===== src/hdl/tsf_pkg.sv =====
// Shared types and constants for the Taylor-series function unit.
package tsf_pkg;

  localparam int TW = 60;
  localparam int MW = 41;
  localparam int PW = 101;
  localparam int AW = 63;
  localparam int RSH = 40;
  localparam int VW = 48;

  localparam logic [TW-1:0] TCAP = {TW{1'b1}};
  localparam logic signed [63:0] ACC_LIM = 64'sh3FFF_FFFF_FFFF_FFFF;
  localparam logic signed [AW-1:0] OUT_MAX = AW'(64'sh0000_7FFF_FFFF_FFFF);
  localparam logic signed [AW-1:0] OUT_MIN = AW'(-64'sh0000_8000_0000_0000);

  typedef enum logic [2:0] {
    KIND_EXP  = 3'd0,
    KIND_SIN  = 3'd1,
    KIND_COS  = 3'd2,
    KIND_SINH = 3'd3,
    KIND_COSH = 3'd4,
    KIND_ATAN = 3'd5
  } kind_t;

  typedef struct packed {
    logic                 valid;
    logic [2:0]           kind;
    logic                 zero_out;
    logic                 sat;
    logic                 mneg;
    logic [MW-1:0]        mmag;
    logic                 tneg;
    logic [TW-1:0]        tmag;
    logic signed [AW-1:0] acc;
  } ctx_t;

endpackage


===== src/hdl/tsf_prep.sv =====
// Input stages: magnitude, square and starting term of the series.
module tsf_prep import tsf_pkg::*; (
  input  logic        clk,
  input  logic        rst_n,
  input  logic        take,
  input  logic [2:0]  kind,
  input  logic [31:0] x,
  output ctx_t        ctx_r
);

  logic        v1_r, v2_r;
  logic [2:0]  k1_r, k2_r;
  logic        n1_r, n2_r;
  logic [31:0] a1_r, a2_r;
  logic [63:0] sq_r;
  logic [63:0] sq_rnd;
  logic [35:0] xq;
  logic        one_start;
  ctx_t        ctx_nxt;

  always_ff @(posedge clk) begin
    if (!rst_n) begin
      v1_r <= 1'b0;
      v2_r <= 1'b0;
    end else begin
      v1_r <= take;
      v2_r <= v1_r;
    end
  end

  always_ff @(posedge clk) begin
    k1_r <= kind;
    n1_r <= x[31];
    a1_r <= x[31] ? (~x + 32'd1) : x;
    k2_r <= k1_r;
    n2_r <= n1_r;
    a2_r <= a1_r;
    sq_r <= 64'(a1_r) * 64'(a1_r);
  end

  always_comb begin
    sq_rnd = sq_r + (64'd1 << 23);
    xq = {a2_r, 4'b0000};
    one_start = (k2_r == KIND_EXP) || (k2_r == KIND_COS) || (k2_r == KIND_COSH);
    ctx_nxt.valid = v2_r;
    ctx_nxt.kind = k2_r;
    ctx_nxt.zero_out = (k2_r > KIND_ATAN);
    ctx_nxt.sat = 1'b0;
    if (k2_r == KIND_EXP) begin
      ctx_nxt.mmag = MW'(xq);
      ctx_nxt.mneg = n2_r;
    end else begin
      ctx_nxt.mmag = MW'(sq_rnd[63:24]);
      ctx_nxt.mneg = (k2_r == KIND_SIN) || (k2_r == KIND_COS) || (k2_r == KIND_ATAN);
    end
    ctx_nxt.tmag = one_start ? (TW'(1) << 32) : TW'(xq);
    ctx_nxt.tneg = !one_start && n2_r && (a2_r != 32'd0);
    ctx_nxt.acc = ctx_nxt.tneg ? -AW'(ctx_nxt.tmag) : AW'(ctx_nxt.tmag);
  end

  always_ff @(posedge clk) begin
    if (!rst_n) begin
      ctx_r.valid <= 1'b0;
    end else begin
      ctx_r <= ctx_nxt;
    end
  end

endmodule


===== config.mk =====
export PLATFORM = sky130hd
export DESIGN_NAME = tsf_prep
export DESIGN_NICKNAME = d
export VERILOG_FILES = /design/src/hdl/tsf_pkg.sv /design/src/hdl/tsf_prep.sv
export SDC_FILE = /design/constraint.sdc
export NUM_CORES = 2
export LEC_CHECK = 0
export ABC_AREA = 1
export BUFFER_PORTS_ARGS = -buffer_cell sky130_fd_sc_hd__clkbuf_2
export CAP_MARGIN = 20
export CORE_AREA = 5 5 282 284
export CTS_CLUSTER_SIZE = 16
export DETAILED_ROUTE_END_ITERATION = 8
export DIE_AREA = 0 0 287 289
export PLACE_DENSITY = 0.82
export SLEW_MARGIN = 20
export SYNTH_ARGS = -nofsm -noshare
export SYNTH_HDL_FRONTEND = slang
export SYNTH_SLANG_ARGS = --single-unit
export TNS_END_PERCENT = 50

===== constraint.sdc =====
create_clock -name clk -period 8.5 [get_ports clk]
set_clock_uncertainty 0.2 [all_clocks]
set_input_delay 2.125 -clock clk [delete_from_list [all_inputs] [get_ports clk]]
set_output_delay 2.125 -clock clk [all_outputs]
set_load 0.01 [all_outputs]

Word-level counts from Yosys, hierarchy flattened. Index checks and enable logic that the tools add are counted.

Output and inout port bits: 172. Register bits after elaboration: 309. Word-level logic and storage cells: 43. Bits of input ports: 38.

Order comparisons: 1. Reductions and logical operators: 9. $mul: 1. Equality and inequality tests: 4. Bitwise gates (word level): 1. Add/subtract/negate cells: 3. Muxes and demuxes: 4.

Operators with widths (number): $add 64x24->64 const B (1); $mul 32x32->64 (1); $neg 36->63 (1); $mux 60 (1); $mux 42 (1); $mux 36 (1); $add 32x1->32 const B (1); $not 32->32 (1); $reduce_bool 32->1 (1); $mux 31 (1); $eq 3x3->1 const B (2); $logic_or 1x1->1 (4); $eq 3x1->1 const B (1); $eq 3x2->1 const B (1); $gt 3x3->1 const B (1); $logic_not 3->1 (1); $logic_and 1x1->1 (2); $logic_not 1->1 (1).

Logic depth before layout (Yosys ltp).
Word-level depth: 7. Depth in mapped cells: 33. Mapped depth without buffers: 31.

Least setup slack after synthesis. No wires, ideal clock.

Path kind: reg2reg. From: register a1_r[12]. To: register sq_r[56]. Path buffers: 3. Slack: 1.601 ns. Library setup time: 0.112 ns. Period minus slack after synthesis: 6.899 ns. Data arrival time: 6.587 ns. Cell stages (with the launch flop): 30. Data required time: 8.188 ns. Cells stage by stage: dfxtp_1 clkbuf_1 clkbuf_1 buf_1 nand2_1 fa_1 inv_1 fa_1 fa_1 inv_1 fa_1 inv_1 fa_1 inv_1 fa_1 inv_1 fa_1 inv_1 fa_1 inv_1 ha_1 nand2_1 inv_1 nand2_1 nor3_1 nand3_1 nand3_1 nand3_1 nand3_1 nand2_1.

Cells in the longest elaborated chain, start to end: 1.

RTL lines: start, declared (line tsf_prep.sv:14) `logic [31:0] a1_r, a2_r;`; start signal, assigned (line tsf_prep.sv:34) `a1_r <= x[31] ? (~x + 32'd1) : x;`; $mul 32x32->64 (line tsf_prep.sv:38) `sq_r <= 64'(a1_r) * 64'(a1_r);`; end signal, assigned (line tsf_prep.sv:38); end, declared (line tsf_prep.sv:15) `logic [63:0] sq_r;`.

Every way passes these cells. A chain may end at the register's enable or synchronous reset.

Worst setup path in the final report.
From: register a1_r[29]. To: register sq_r[62].

Same word-level chain as after synthesis.

==> impl_metrics.toml <==
[status]
status = "complete, no violations"

[finish]
drive_above_1_share_pct = 6.59
area_growth_syn_to_layout_pct = 7.21
n_fill_cell = 6712
fin_nets = 6382
most-common-layout-cells = "inv_1, nand2_1, fa_1"
layout_commonest_cell = "inv_1"

[cts]
clock-sinks = 251
hold_buffers = 0
tritoncts = "built"
clk_latency_ns = 0.61
post-cts-setup-buffers = 0
numCtsBuffers = 28
clkTransAtPathRegs_ns = 0.06
cts_root_buffer = "clkbuf_16"
cts_resized = 0
clk_path_buf_depth = 3
cts_max_level = 1

[detailed_routing]
drc = 0
drtAntennaViolNets = 0
via_per_inst = 5.17
wl_per_cell_um = 18.3
drt-total-wl_mm = 115
drt-initial-drc-count = 2741
vias = 32596
drtPass1Iterations = 6

[global_routing]
antenna_found_initial = 1
grt_usage_pct = 28.1
grt_pass1_vias = 34364
gr-total-overflow = 0
grt_pass1_wl_mm = 183
grt_max_degree = 88

[timing]
max_freq_mhz = 129
grt_setup_unrepaired = "no"
drv_slew = 0
tns_ns = 0
fin_crit_sh_pct = 91.4
timing.final.hold_violations = 0
setup_violations = 0
slew_headroom_pct = 21.2
fin_crit_ns = 7.77
worst_pin_slew_ns = 1.18

[placed_design]
place.gp.congestion = 0.965
hpwl_mm = 96.8
port_buffers = 175

[synthesis]
synth.avg_cell_area_um2 = 8.20
synth-seq-cells = 251
ys_seq_area_share_pct = 15.2
yosys_warnings = 0
synth_cell_types = 44
synth_cells = 5104
mappedNetlistArea_um2 = 41900

[worst_setup_path]
required_ns = 8.80
worstPathArrival_ns = 8.08
cp_max_fo = 17
reg2reg_slack_ns = 0.73
cp-start-kind = "flip-flop"
end_kind = "flip-flop"
crit_type = "flip-flop to flip-flop"

[hold_path]
hold_class = "flip-flop to flip-flop"

[die]
coreArea_um2 = 76800
die_y_um = 289
die_area_um2 = 82900
die_x_um = 287
rows = 102
ioPinCount = 210
initial_utilization_pct = 54.5

[run]
cap_violations = 0
metal layers:
layer | track usage, % | wire, µm
met1 | 35.3 | 42700
met2 | 48.3 | 56200
met3 | 4.94 | 10400
met4 | 11.8 | 5990
met5 | 0 | 13
cell type report:
class                           instances  area [µm²]  area share [%]
Sequential cell                       251        6380            14.2
Clock buffer                           37         774            1.73
Antenna cell                            1        2.50         0.00557
Inverter                             1528        5740            12.8
Timing Repair Buffer                  240        1430            3.18
Tap cell                             1040        1300            2.90
Clock inverter                         15         181           0.404
Multi-Input combinational cell       3197       29100            64.8
kinds of logic after synthesis:
logic type / share of synthesized area [%]
AOI/OAI and AO/OA: 2.72
DFF: 15.2
xor gates and xnor gates: 2.43
adders and majority gates: 47.1
and+or+nand+nor: 16.9
other: 0.00896
buffers and inverters: 15.6
cell usage after synthesis, drive strengths merged:
master  instances  area (µm²)
inv          1528        5740
nand2        1291        4890
fa            799       16000
ha            299        3740
nor2          257        1090
edfxtp        135        4050
dfxtp         116        2320
clkbuf         98         368
nand3          96         480
o21ai          93         469
xor2           83         727
a21oi          75         375
buf            63         432
nor3           40         205
xnor2          33         289
nand4          27         175
o21bai         24         180
nand3b         13        97.6
nor4            7        43.8
a31o            5        43.8
or2             5        31.3
a31oi           4        25.0
a21o            3        22.5
and2            2        12.5
and3            2        12.5
nor3b           2        15.0
o21a            2        15.0
conb            1        3.75
o211ai          1        7.51
registers in the layout, indices dropped and copies added, names as in the netlist:
| name | flops |
|---|---|
| v2_r | 1 |
| sq_r | 42 |
| k1_r | 3 |
| a2_r | 31 |
| ctx_r | 136 |
| k2_r | 3 |
| n1_r | 1 |
| a1_r | 32 |
| n2_r | 1 |
| v1_r | 1 |
worst paths after layout:
| kind | end | cells past startpoint | start |
|---|---|---|---|
| min reg2reg | k2_r[1] | 0 | k1_r[1] |
| min | k2_r[1] | 0 | k1_r[1] |
| max | sq_r[62] | 24 | a1_r[29] |
| max reg2reg | sq_r[62] | 24 | a1_r[29] |
critical path, stage by stage, from the launching register on:
cell and delay [ns]:
dfxtp_1 1.09, buf_4 0.29, buf_4 0.25, nand2_1 0.09
inv_1 0.15, fa_1 0.48, fa_1 0.55, inv_1 0.05
fa_1 0.45, fa_1 0.58, fa_1 0.44, fa_1 0.54
inv_1 0.04, ha_1 0.28, ha_1 0.30, ha_1 0.46
nand2_1 0.15, inv_1 0.09, nand2_1 0.10, nor3_1 0.48
nand2_1 0.22, nor2_1 0.13, nand2_1 0.11, nand3_1 0.10
nand2_1 0.06
metrics by stage:
stage                     cells  util (%)  setup WS [ns]  hold WS (ns)  area (µm²)
after global routing       6308      58.4          0.461         0.130       44900
after floorplan            5137         -           1.60         0.110       42000
after global placement     6256      57.2          0.883         0.111       43900
final                      6309      58.4          0.727         0.126       44900
after detailed placement   6256      57.2          0.835         0.113       43900
after CTS                  6308      58.4          0.830         0.128       44900
Power is left out: the tool's default activity adds up to more than one toggle a clock period on the data nets, which glitch-free logic cannot reach.
