**config.mk**
```make
export PLATFORM = sky130hd
export DESIGN_NAME = tsf_clip
export DESIGN_NICKNAME = d
export VERILOG_FILES = /design/src/hdl/tsf_pkg.sv /design/src/hdl/tsf_clip.sv
export SDC_FILE = /design/constraint.sdc
export NUM_CORES = 1
export LEC_CHECK = 0
export BUFFER_PORTS_ARGS = -buffer_cell sky130_fd_sc_hd__buf_2
export CORE_AREA = 2 2 87 89
export CTS_BUF_LIST = sky130_fd_sc_hd__clkbuf_8
export CTS_CLUSTER_DIAMETER = 50
export DETAILED_ROUTE_END_ITERATION = 6
export DIE_AREA = 0 0 89 91
export HOLD_SLACK_MARGIN = 0.02
export SYNTH_ARGS = -nofsm -noshare
export SYNTH_HDL_FRONTEND = slang
export SYNTH_SLANG_ARGS = --single-unit
export TNS_END_PERCENT = 1
```
**constraint.sdc**
```tcl
create_clock -name clk -period 3.9 [get_ports clk]
set_input_delay 0.585 -clock clk [delete_from_list [all_inputs] [get_ports clk]]
set_output_delay 0.585 -clock clk [all_outputs]
set_load 0.01 [all_outputs]
```
**src/hdl/tsf_pkg.sv**
```systemverilog
// Shared types and constants for the Taylor-series function unit.
package tsf_pkg;

  localparam int TW = 60;
  localparam int MW = 41;
  localparam int PW = 101;
  localparam int AW = 63;
  localparam int RSH = 40;
  localparam int VW = 48;

  localparam logic [TW-1:0] TCAP = {TW{1'b1}};
  localparam logic signed [63:0] ACC_LIM = 64'sh3FFF_FFFF_FFFF_FFFF;
  localparam logic signed [AW-1:0] OUT_MAX = AW'(64'sh0000_7FFF_FFFF_FFFF);
  localparam logic signed [AW-1:0] OUT_MIN = AW'(-64'sh0000_8000_0000_0000);

  typedef enum logic [2:0] {
    KIND_EXP  = 3'd0,
    KIND_SIN  = 3'd1,
    KIND_COS  = 3'd2,
    KIND_SINH = 3'd3,
    KIND_COSH = 3'd4,
    KIND_ATAN = 3'd5
  } kind_t;

  typedef struct packed {
    logic                 valid;
    logic [2:0]           kind;
    logic                 zero_out;
    logic                 sat;
    logic                 mneg;
    logic [MW-1:0]        mmag;
    logic                 tneg;
    logic [TW-1:0]        tmag;
    logic signed [AW-1:0] acc;
  } ctx_t;

endpackage

```
**src/hdl/tsf_clip.sv**
```systemverilog
// Output stage: clips the sum to Q16.32, zeroes it for unknown kinds and drives the result strobe.
module tsf_clip import tsf_pkg::*; (
  input  logic                 clk,
  input  logic                 rst_n,
  input  ctx_t                 ctx_in,
  output logic                 valid_r,
  output logic signed [VW-1:0] value_r,
  output logic                 sat_r
);

  logic signed [VW-1:0] value_nxt;
  logic                 sat_nxt;

  always_comb begin
    if (ctx_in.zero_out) begin
      value_nxt = '0;
      sat_nxt = 1'b0;
    end else if (ctx_in.acc > OUT_MAX) begin
      value_nxt = OUT_MAX[VW-1:0];
      sat_nxt = 1'b1;
    end else if (ctx_in.acc < OUT_MIN) begin
      value_nxt = OUT_MIN[VW-1:0];
      sat_nxt = 1'b1;
    end else begin
      value_nxt = ctx_in.acc[VW-1:0];
      sat_nxt = ctx_in.sat;
    end
  end

  always_ff @(posedge clk) begin
    if (!rst_n) begin
      valid_r <= 1'b0;
    end else begin
      valid_r <= ctx_in.valid;
    end
  end

  always_ff @(posedge clk) begin
    value_r <= value_nxt;
    sat_r <= sat_nxt;
  end

endmodule

```
Yosys cells after proc, flatten, opt, wreduce, memory -nomap -nowiden:

Cells that the tools add are included.

* $lt $le $gt $ge: 2
* multiplexer cells: 4
* reduce and logical (&&, ||, !) cells: 1

Operators by type and width (count)
* 63-bit by 48-bit > comparator with 1-bit output, second input constant: 1
* 63-bit by 48-bit less-than comparator with 1-bit output, second input constant: 1
* 48-bit two-way mux: 1
* 47-bit two-way mux: 1
* 1-bit two-way mux: 2
* 2-bit OR reduction: 1

* flip-flop bits (word level): 50
* bits of input ports: 174
* logic and storage cells: 11

Longest topological paths before layout:

Gate-level depths: netlist of run 1.

* depth after elaboration: 3
* gate-level depth with buffers: 6
* gate-level depth less buffers: 4

Least setup slack after synthesis of run 1:

No wires, ideal clock.

* kind: input -> register
* from: in ctx_in[59] in the netlist's numbering
* to: reg sat_r
* data arrival time: 1845 ps
* slack: 1935 ps
* cell stages on the path: 6
* path through: or4_1 -> nor4_2 -> a311oi_1 -> buf_2 -> buf_6 -> o21bai_1

* longest elaborated chain between the ends: 3
* elaborated cells between the ends (all ways): 4
* classes of those cells: order compare (2); mux (2)

RTL lines
* start, declared: RTL line tsf_clip.sv:5 `input ctx_t ctx_in,`
* 63-bit by 48-bit less-than comparator with 1-bit output: RTL line tsf_clip.sv:21 `end else if (ctx_in.acc < OUT_MIN) begin`
* 1-bit two-way mux: RTL line tsf_clip.sv:21
* 1-bit two-way mux *: RTL line tsf_clip.sv:18 `end else if (ctx_in.acc > OUT_MAX) begin`
* end signal, assigned: RTL line tsf_clip.sv:40 `sat_r <= sat_nxt;`
* end, declared: RTL line tsf_clip.sv:8 `output logic sat_r`

Mark *: on every way between the ends. The rest lies on a longest branch, timed or not.
A chain may end at the register's enable or synchronous reset.

Worst setup path in the final report of run 1:

* from: in ctx_in[54] in the netlist's numbering
* to: reg value_r[12]

* longest elaborated chain between the ends: 3
* elaborated cells between the ends (all ways): 4
* classes of those cells: order compare (2); mux (2)

RTL lines
* 63-bit by 48-bit less-than comparator with 1-bit output: RTL line tsf_clip.sv:21
* 48-bit two-way mux: RTL line tsf_clip.sv:21
* 47-bit two-way mux *: RTL line tsf_clip.sv:18
* end signal, assigned: RTL line tsf_clip.sv:39 `value_r <= value_nxt;`
* end, declared: RTL line tsf_clip.sv:7 `output logic signed [VW-1:0] value_r,`

Marked as above.

==> results of run 1 <==
[synth_stat cells]
cell type | n | area [um^2]
buf_6 | 2 | 22.52
buf_4 | 4 | 30.03
dfxtp_1 | 50 | 1001
and2_1 | 1 | 6.260
a311oi_1 | 1 | 8.760
nor4_2 | 1 | 12.51
nor2b_1 | 1 | 6.260
clkbuf_1 | 2 | 7.510
nand4_1 | 3 | 18.77
nand3_1 | 1 | 5.000
a21o_1 | 47 | 352.8
or4_1 | 2 | 15.01
a21oi_1 | 2 | 10.01
o21bai_1 | 1 | 7.510
nor4_1 | 2 | 12.51
buf_2 | 2 | 10.01
[logic make-up (layout without fill, tap and decap cells)]
group                  after synthesis  count (layout)  synth area share [%]
buffers and inverters               10             126                 4.590
and+or+nand+nor                     11              11                 5.000
AOI/OAI and AO/OA                   51              51                 24.84
DFF                                 50              50                 65.57
[report_power, final]
group          total [W]  leakage [nW]  internal, W  switching [W]
registers       0.000558         0.420     0.000549     0.00000855
logic           0.000146         0.911    0.0000743      0.0000717
clock network   0.000363        0.0573     0.000205       0.000158
total            0.00107          1.39     0.000829       0.000238
[area by class of cell]
type,count,area (um^2)
clock buffers,6,82.58
fillers,800,4815
clock inverters,1,30.03
repair buffers,119,600.6
flip-flops and latches,50,1001
well taps,99,123.9
multi-input cells,62,484.2
[sequential cells by signal, indices dropped and copies added, names as in the netlist]
register	count
value_r	48
valid_r	1
sat_r	1
[per-layer routing]
metal / global-route usage (%) / vias to the layer above / share of wire [%]
met2: 15.92 / 77 / 44
li1: - / 658 / -
met1: 12.24 / 604 / 44
met5: 0 / - / 0
met4: 3.234 / 0 / 0.83
met3: 5.182 / 5 / 12
[critical path, delay by kind of cell]
kind / cells / cell delay (ns)
simple gates: 2 / 0.69
buf+inv: 2 / 0.46
compound gates: 2 / 0.70
[worst min path at each step]
stage | slack [ns] | cells after the start | end
2_1_floorplan | 0.66 | 1 | value_r[47]$_SDFF_PP0_
3_3_place_gp | 0.78 | 2 | value_r[8]$_SDFF_PP0_
3_5_place_dp | 0.78 | 2 | value_r[0]$_SDFF_PP0_
4_1_cts | 0.46 | 2 | value_r[0]$_SDFF_PP0_
5_1_grt | 0.46 | 2 | value_r[4]$_SDFF_PP0_
6_report | 0.48 | 2 | value_r[4]$_SDFF_PP0_
[metrics by stage]
| step | util [%] | hold WS [ns] | cell area [um^2] |
|---|---|---|---|
| after floorplan | - | 0.6566 | 1526 |
| after global placement | 30.96 | 0.7773 | 2210 |
| after detailed placement | 30.96 | 0.7816 | 2210 |
| after CTS | 32.54 | 0.4644 | 2322 |
| after global routing | 32.54 | 0.4598 | 2322 |
| final | 32.54 | 0.4788 | 2322 |
==> run metrics, run 1 <==
setup bufs post-CTS 0; post-route setup TNS 0 ns; PD cells around 460 nW/um^2; Post-Layout Cell Count 337; GPL Wtd Cong between 0.6 and 0.7; syn avg cell area approximately 13 um^2; CP startpoint ctx_in[54]; Worst setup SP type input pin; Remaining DRCs 0; first-pass detailed-route iteration total 5; commonest non-fill, non-tap cell in the layout buf_2; Area Growth Syn to Fin 52.13%; Die Y-Extent approximately 91 um; kind of critical path input pin to register; Num CTS Buffers 5; Tcrit/Tclk final a little under three fifths; Port Buffers between 100 and 150; Synthesized Nets just under 300; final hold viol count 0; Syn Inst Count ~120; Tmin final roughly 2.2 ns; die width ~89 um; initial antenna violation count 0; maxcap violations 0; sequential fraction of the synthesis area 65.57%; starting density of the core a little over a fifth; Slew Viols, Final 0; #FFs+latches synth 50; Worst Path Arrival 2.46 ns; Nets between 400 and 500; Critical Path RT between 4 and 5 ns; Final HPWL DP 3.055 mm; vias per inst 3.988; CTS tree built; DP Worst Slack ~1.3 ns; worst hold start ctx_in[4]; antenna cells 0; RSZ-0062 raised after global routing false; Crit Path Max Fanout 24; initial DRC count 21; Setup WS post-layout ~1.7 ns; Static Leak between 1 and 1.5 nW; crit end category register; first-pass GRT wire length 6.389 mm; routed wire length per instance between 10 and 15 um; Placed Cells incl. Taps between 300 and 400; CTS resizes 0; Critical Path Max Stage Delay roughly 0.60 ns; ratio of cells with drive above 1 in the final layout a little over half; crit path cell chain buf_2 > nand4_1 > or4_1 > a21oi_4 > buf_4 > a21o_1; post-detailed-route count of antenna-violating nets 0; overall routing resource usage 10.25%; vias after detailed routing around 1,300; clk buf depth 2; Peak Freq around 450 MHz; CTS Sinks 50; commonest non-fill, non-tap cells in the layout buf_2 (117), dfxtp_1 (50), a21o_1 (47); Overall Power between 0.001 and 0.0015 W; CTS Hold Bufs 0; Post-Syn Area roughly 1500 um^2; CORE AREA approximately 7100 um^2; status finished, final reports clean; Hold Path Class input pin to register; total wire length around 4.1 mm; die area between 8000 and 9000 um^2; endpoint of the most critical setup path value_r[12]$_SDFF_PP0_; htree depth 2; worst-margin pin slew 0.5947 ns; yosys warns 0; Worst VDD drop 0.0002084 V; Core Rows 31; count of boundary I/O pins roughly 220; grt ovf 0; Slew headroom between 60% and 70%; largest net degree at the start of global routing 49; Final setup viols 0; vias in the first global route around 1,300; CTS clk-pin slew, worst paths 0.09 ns; Yosys cell types 16; CP max-delay cell or4_1; Root Buffer Master clkbuf_8
No activity file was read; power rests on OpenSTA's default activity.
==> run 2, diff against run 1 <==
--- a/config.mk
+++ b/config.mk
@@ -6,11 +6,11 @@
 export NUM_CORES = 1
 export LEC_CHECK = 0
 export BUFFER_PORTS_ARGS = -buffer_cell sky130_fd_sc_hd__buf_2
-export CORE_AREA = 2 2 87 89
+export CORE_AREA = 2 2 86 88
 export CTS_BUF_LIST = sky130_fd_sc_hd__clkbuf_8
 export CTS_CLUSTER_DIAMETER = 50
 export DETAILED_ROUTE_END_ITERATION = 6
-export DIE_AREA = 0 0 89 91
+export DIE_AREA = 0 0 88 90
 export HOLD_SLACK_MARGIN = 0.02
 export SYNTH_ARGS = -nofsm -noshare
 export SYNTH_HDL_FRONTEND = slang
==> constraint.sdc (replaced) <==
create_clock -name clk -period 2.1 [get_ports clk]
set_input_delay 0.315 -clock clk [delete_from_list [all_inputs] [get_ports clk]]
set_output_delay 0.315 -clock clk [all_outputs]
set_load 0.01 [all_outputs]
==> run metrics, run 2 (synthesis gave the netlist of run 1 again) <==
Final HPWL DP 2.866 mm (-6.2%); first-pass detailed-route iteration total 3 (-2); crit end category register; htree depth 2 (unchanged); CTS clk-pin slew, worst paths 0.09 ns (about the same); grt ovf 0 (unchanged); DP Worst Slack 0.2074 ns (-1.093 ns); first-pass GRT wire length 5.885 mm (-7.9%); Slew headroom 64.61% (+4.3 points); vias in the first global route 1,278 (-5.3%); Num CTS Buffers 5 (unchanged); Slew Viols, Final 0 (unchanged); Tmin final ~1.6 ns; die width 88 um (-1.1%); Design Area, Final 2333 um^2 (+0.48%); post-detailed-route count of antenna-violating nets 0 (unchanged); initial DRC count 17 (-19%); vias per inst 3.935 (-1.3%); initial antenna violation count 0 (unchanged); CTS resizes 0 (unchanged); Area Growth Syn to Fin 52.87%; Worst setup SP type input pin; status finished, final reports clean; Critical Path Max Stage Delay 0.53 ns (-0.07 ns); setup bufs post-CTS 0 (unchanged); post-route setup TNS 0 ns (unchanged); Hold Path Class input pin to register; commonest non-fill, non-tap cells in the layout buf_2 (117), dfxtp_1 (50), a21o_1 (47); final hold viol count 0 (unchanged); kind of critical path input pin to register; vias after detailed routing 1,334 (-0.74%); Worst Path Arrival 1.78 ns (-0.68 ns); die area 7920 um^2 (-2.2%); starting density of the core 21.74% (+0.35 points); Final setup viols 0 (unchanged); Critical Path RT 2.29 ns (-1.85 ns); CORE AREA 7020 um^2 (-1.6%); Setup WS post-layout 0.5032 ns (-1.175 ns); worst hold start ctx_in[42]; Nets 413 (+0.24%); routed wire length per instance 11.50 um (-5.6%); WHS Endpoint value_r[42]$_SDFF_PP0_; Worst VDD drop 0.0004578 V (+120%); number of flip-flops in the largest register 48 (unchanged); clk buf depth 2 (unchanged); antenna cells 0 (unchanged); CP startpoint ctx_in[59]; largest net degree at the start of global routing 49 (unchanged); CTS tree built; GPL Wtd Cong 0.7082 (+1.9%); ratio of cells with drive above 1 in the final layout 54.17% (about the same); CTS Sinks 50 (unchanged); Static Leak 1.395 nW (+0.54%); biggest regs value_r x48, sat_r x1, valid_r x1; Crit Path Max Fanout 48 (+100%); Remaining DRCs 0 (unchanged); Die Y-Extent 90 um (-1.1%); crit path cell chain buf_2 > or4_1 > nor4_2 > a311oi_4 > buf_12 > a21o_1; Root Buffer Master clkbuf_8; PD cells 798.7 nW/um^2 (+74%); CP max-delay cell or4_1; largest register by flop count value_r; overall routing resource usage 9.479% (-0.77 points); Placed Instance Area 2242 um^2 (+1.5%); CTS Hold Bufs 0 (unchanged); Port Buffers 117 (unchanged); count of boundary I/O pins 224 (unchanged); Tcrit/Tclk final around 76%; Core Rows 31 (unchanged); commonest non-fill, non-tap cell in the layout buf_2; maxcap violations 0 (unchanged); WHS Path Cells 2 (unchanged); Peak Freq 626.3 MHz; RSZ-0062 raised after global routing false; worst-margin pin slew 0.5259 ns (-0.06874 ns); total wire length 3.900 mm (-5.0%)
==> run 2: changes by cell type in the layout (fill, tap and decap cells not counted), sizes merged <==
cell and change:
clkinv +1, buf +1, bufinv -1, inv +1
==> run 2: per-stage QoR <==
step	hold slack [ns]	instances	total power (W)	util, %
after global placement	0.5076	331	0.001337	31.94
final	0.2095	339	0.001864	33.24
after CTS	0.1959	339	0.001911	33.24
after floorplan	0.3866	122	0.001184	-
after global routing	0.1900	339	0.001974	33.24
after detailed placement	0.5114	331	0.001340	31.94
==> run 2: layout make-up <==
type	count	area [um^2]
clock buffer	6	82.58
clock inverter	2	8.758
fill	712	4687
multi-input combinational	62	484.2
sequential	50	1001
tap	99	123.9
timing repair buffer	120	633.1
==> run 2: routing by layer <==
layer	global-route usage, %	vias to the layer above	routed length, um
li1	-	660	-
met1	12.31	598	1801
met2	13.45	74	1651
met3	5.234	2	434
met4	2.692	0	13
met5	0	-	0
==> run 2: worst max-delay path, delay by kind of cell <==
kind            cells  cell delay, ns
simple gates        2            0.78
compound gates      2            0.33
buf+inv             2            0.31
==> run 2: worst max-delay path by stage <==
stage	endpoint	cells past startpoint
finish	value_r[6]$_SDFF_PP0_	6
global route	value_r[34]$_SDFF_PP0_	6
CTS	value_r[6]$_SDFF_PP0_	6
detailed placement	value_r[36]$_SDFF_PP0_	6
global placement	value_r[36]$_SDFF_PP0_	6
floorplan	sat_r$_SDFF_PP0_	6
==> run 2: power breakdown <==
group / leakage [nW] / switching (W) / total (W) / internal [W]
clock: 0.0524 / 0.000290 / 0.000551 / 0.000261
sequential: 0.420 / 0.0000156 / 0.00104 / 0.00102
combinational: 0.923 / 0.000133 / 0.000277 / 0.000144
total: 1.39 / 0.000439 / 0.00186 / 0.00142
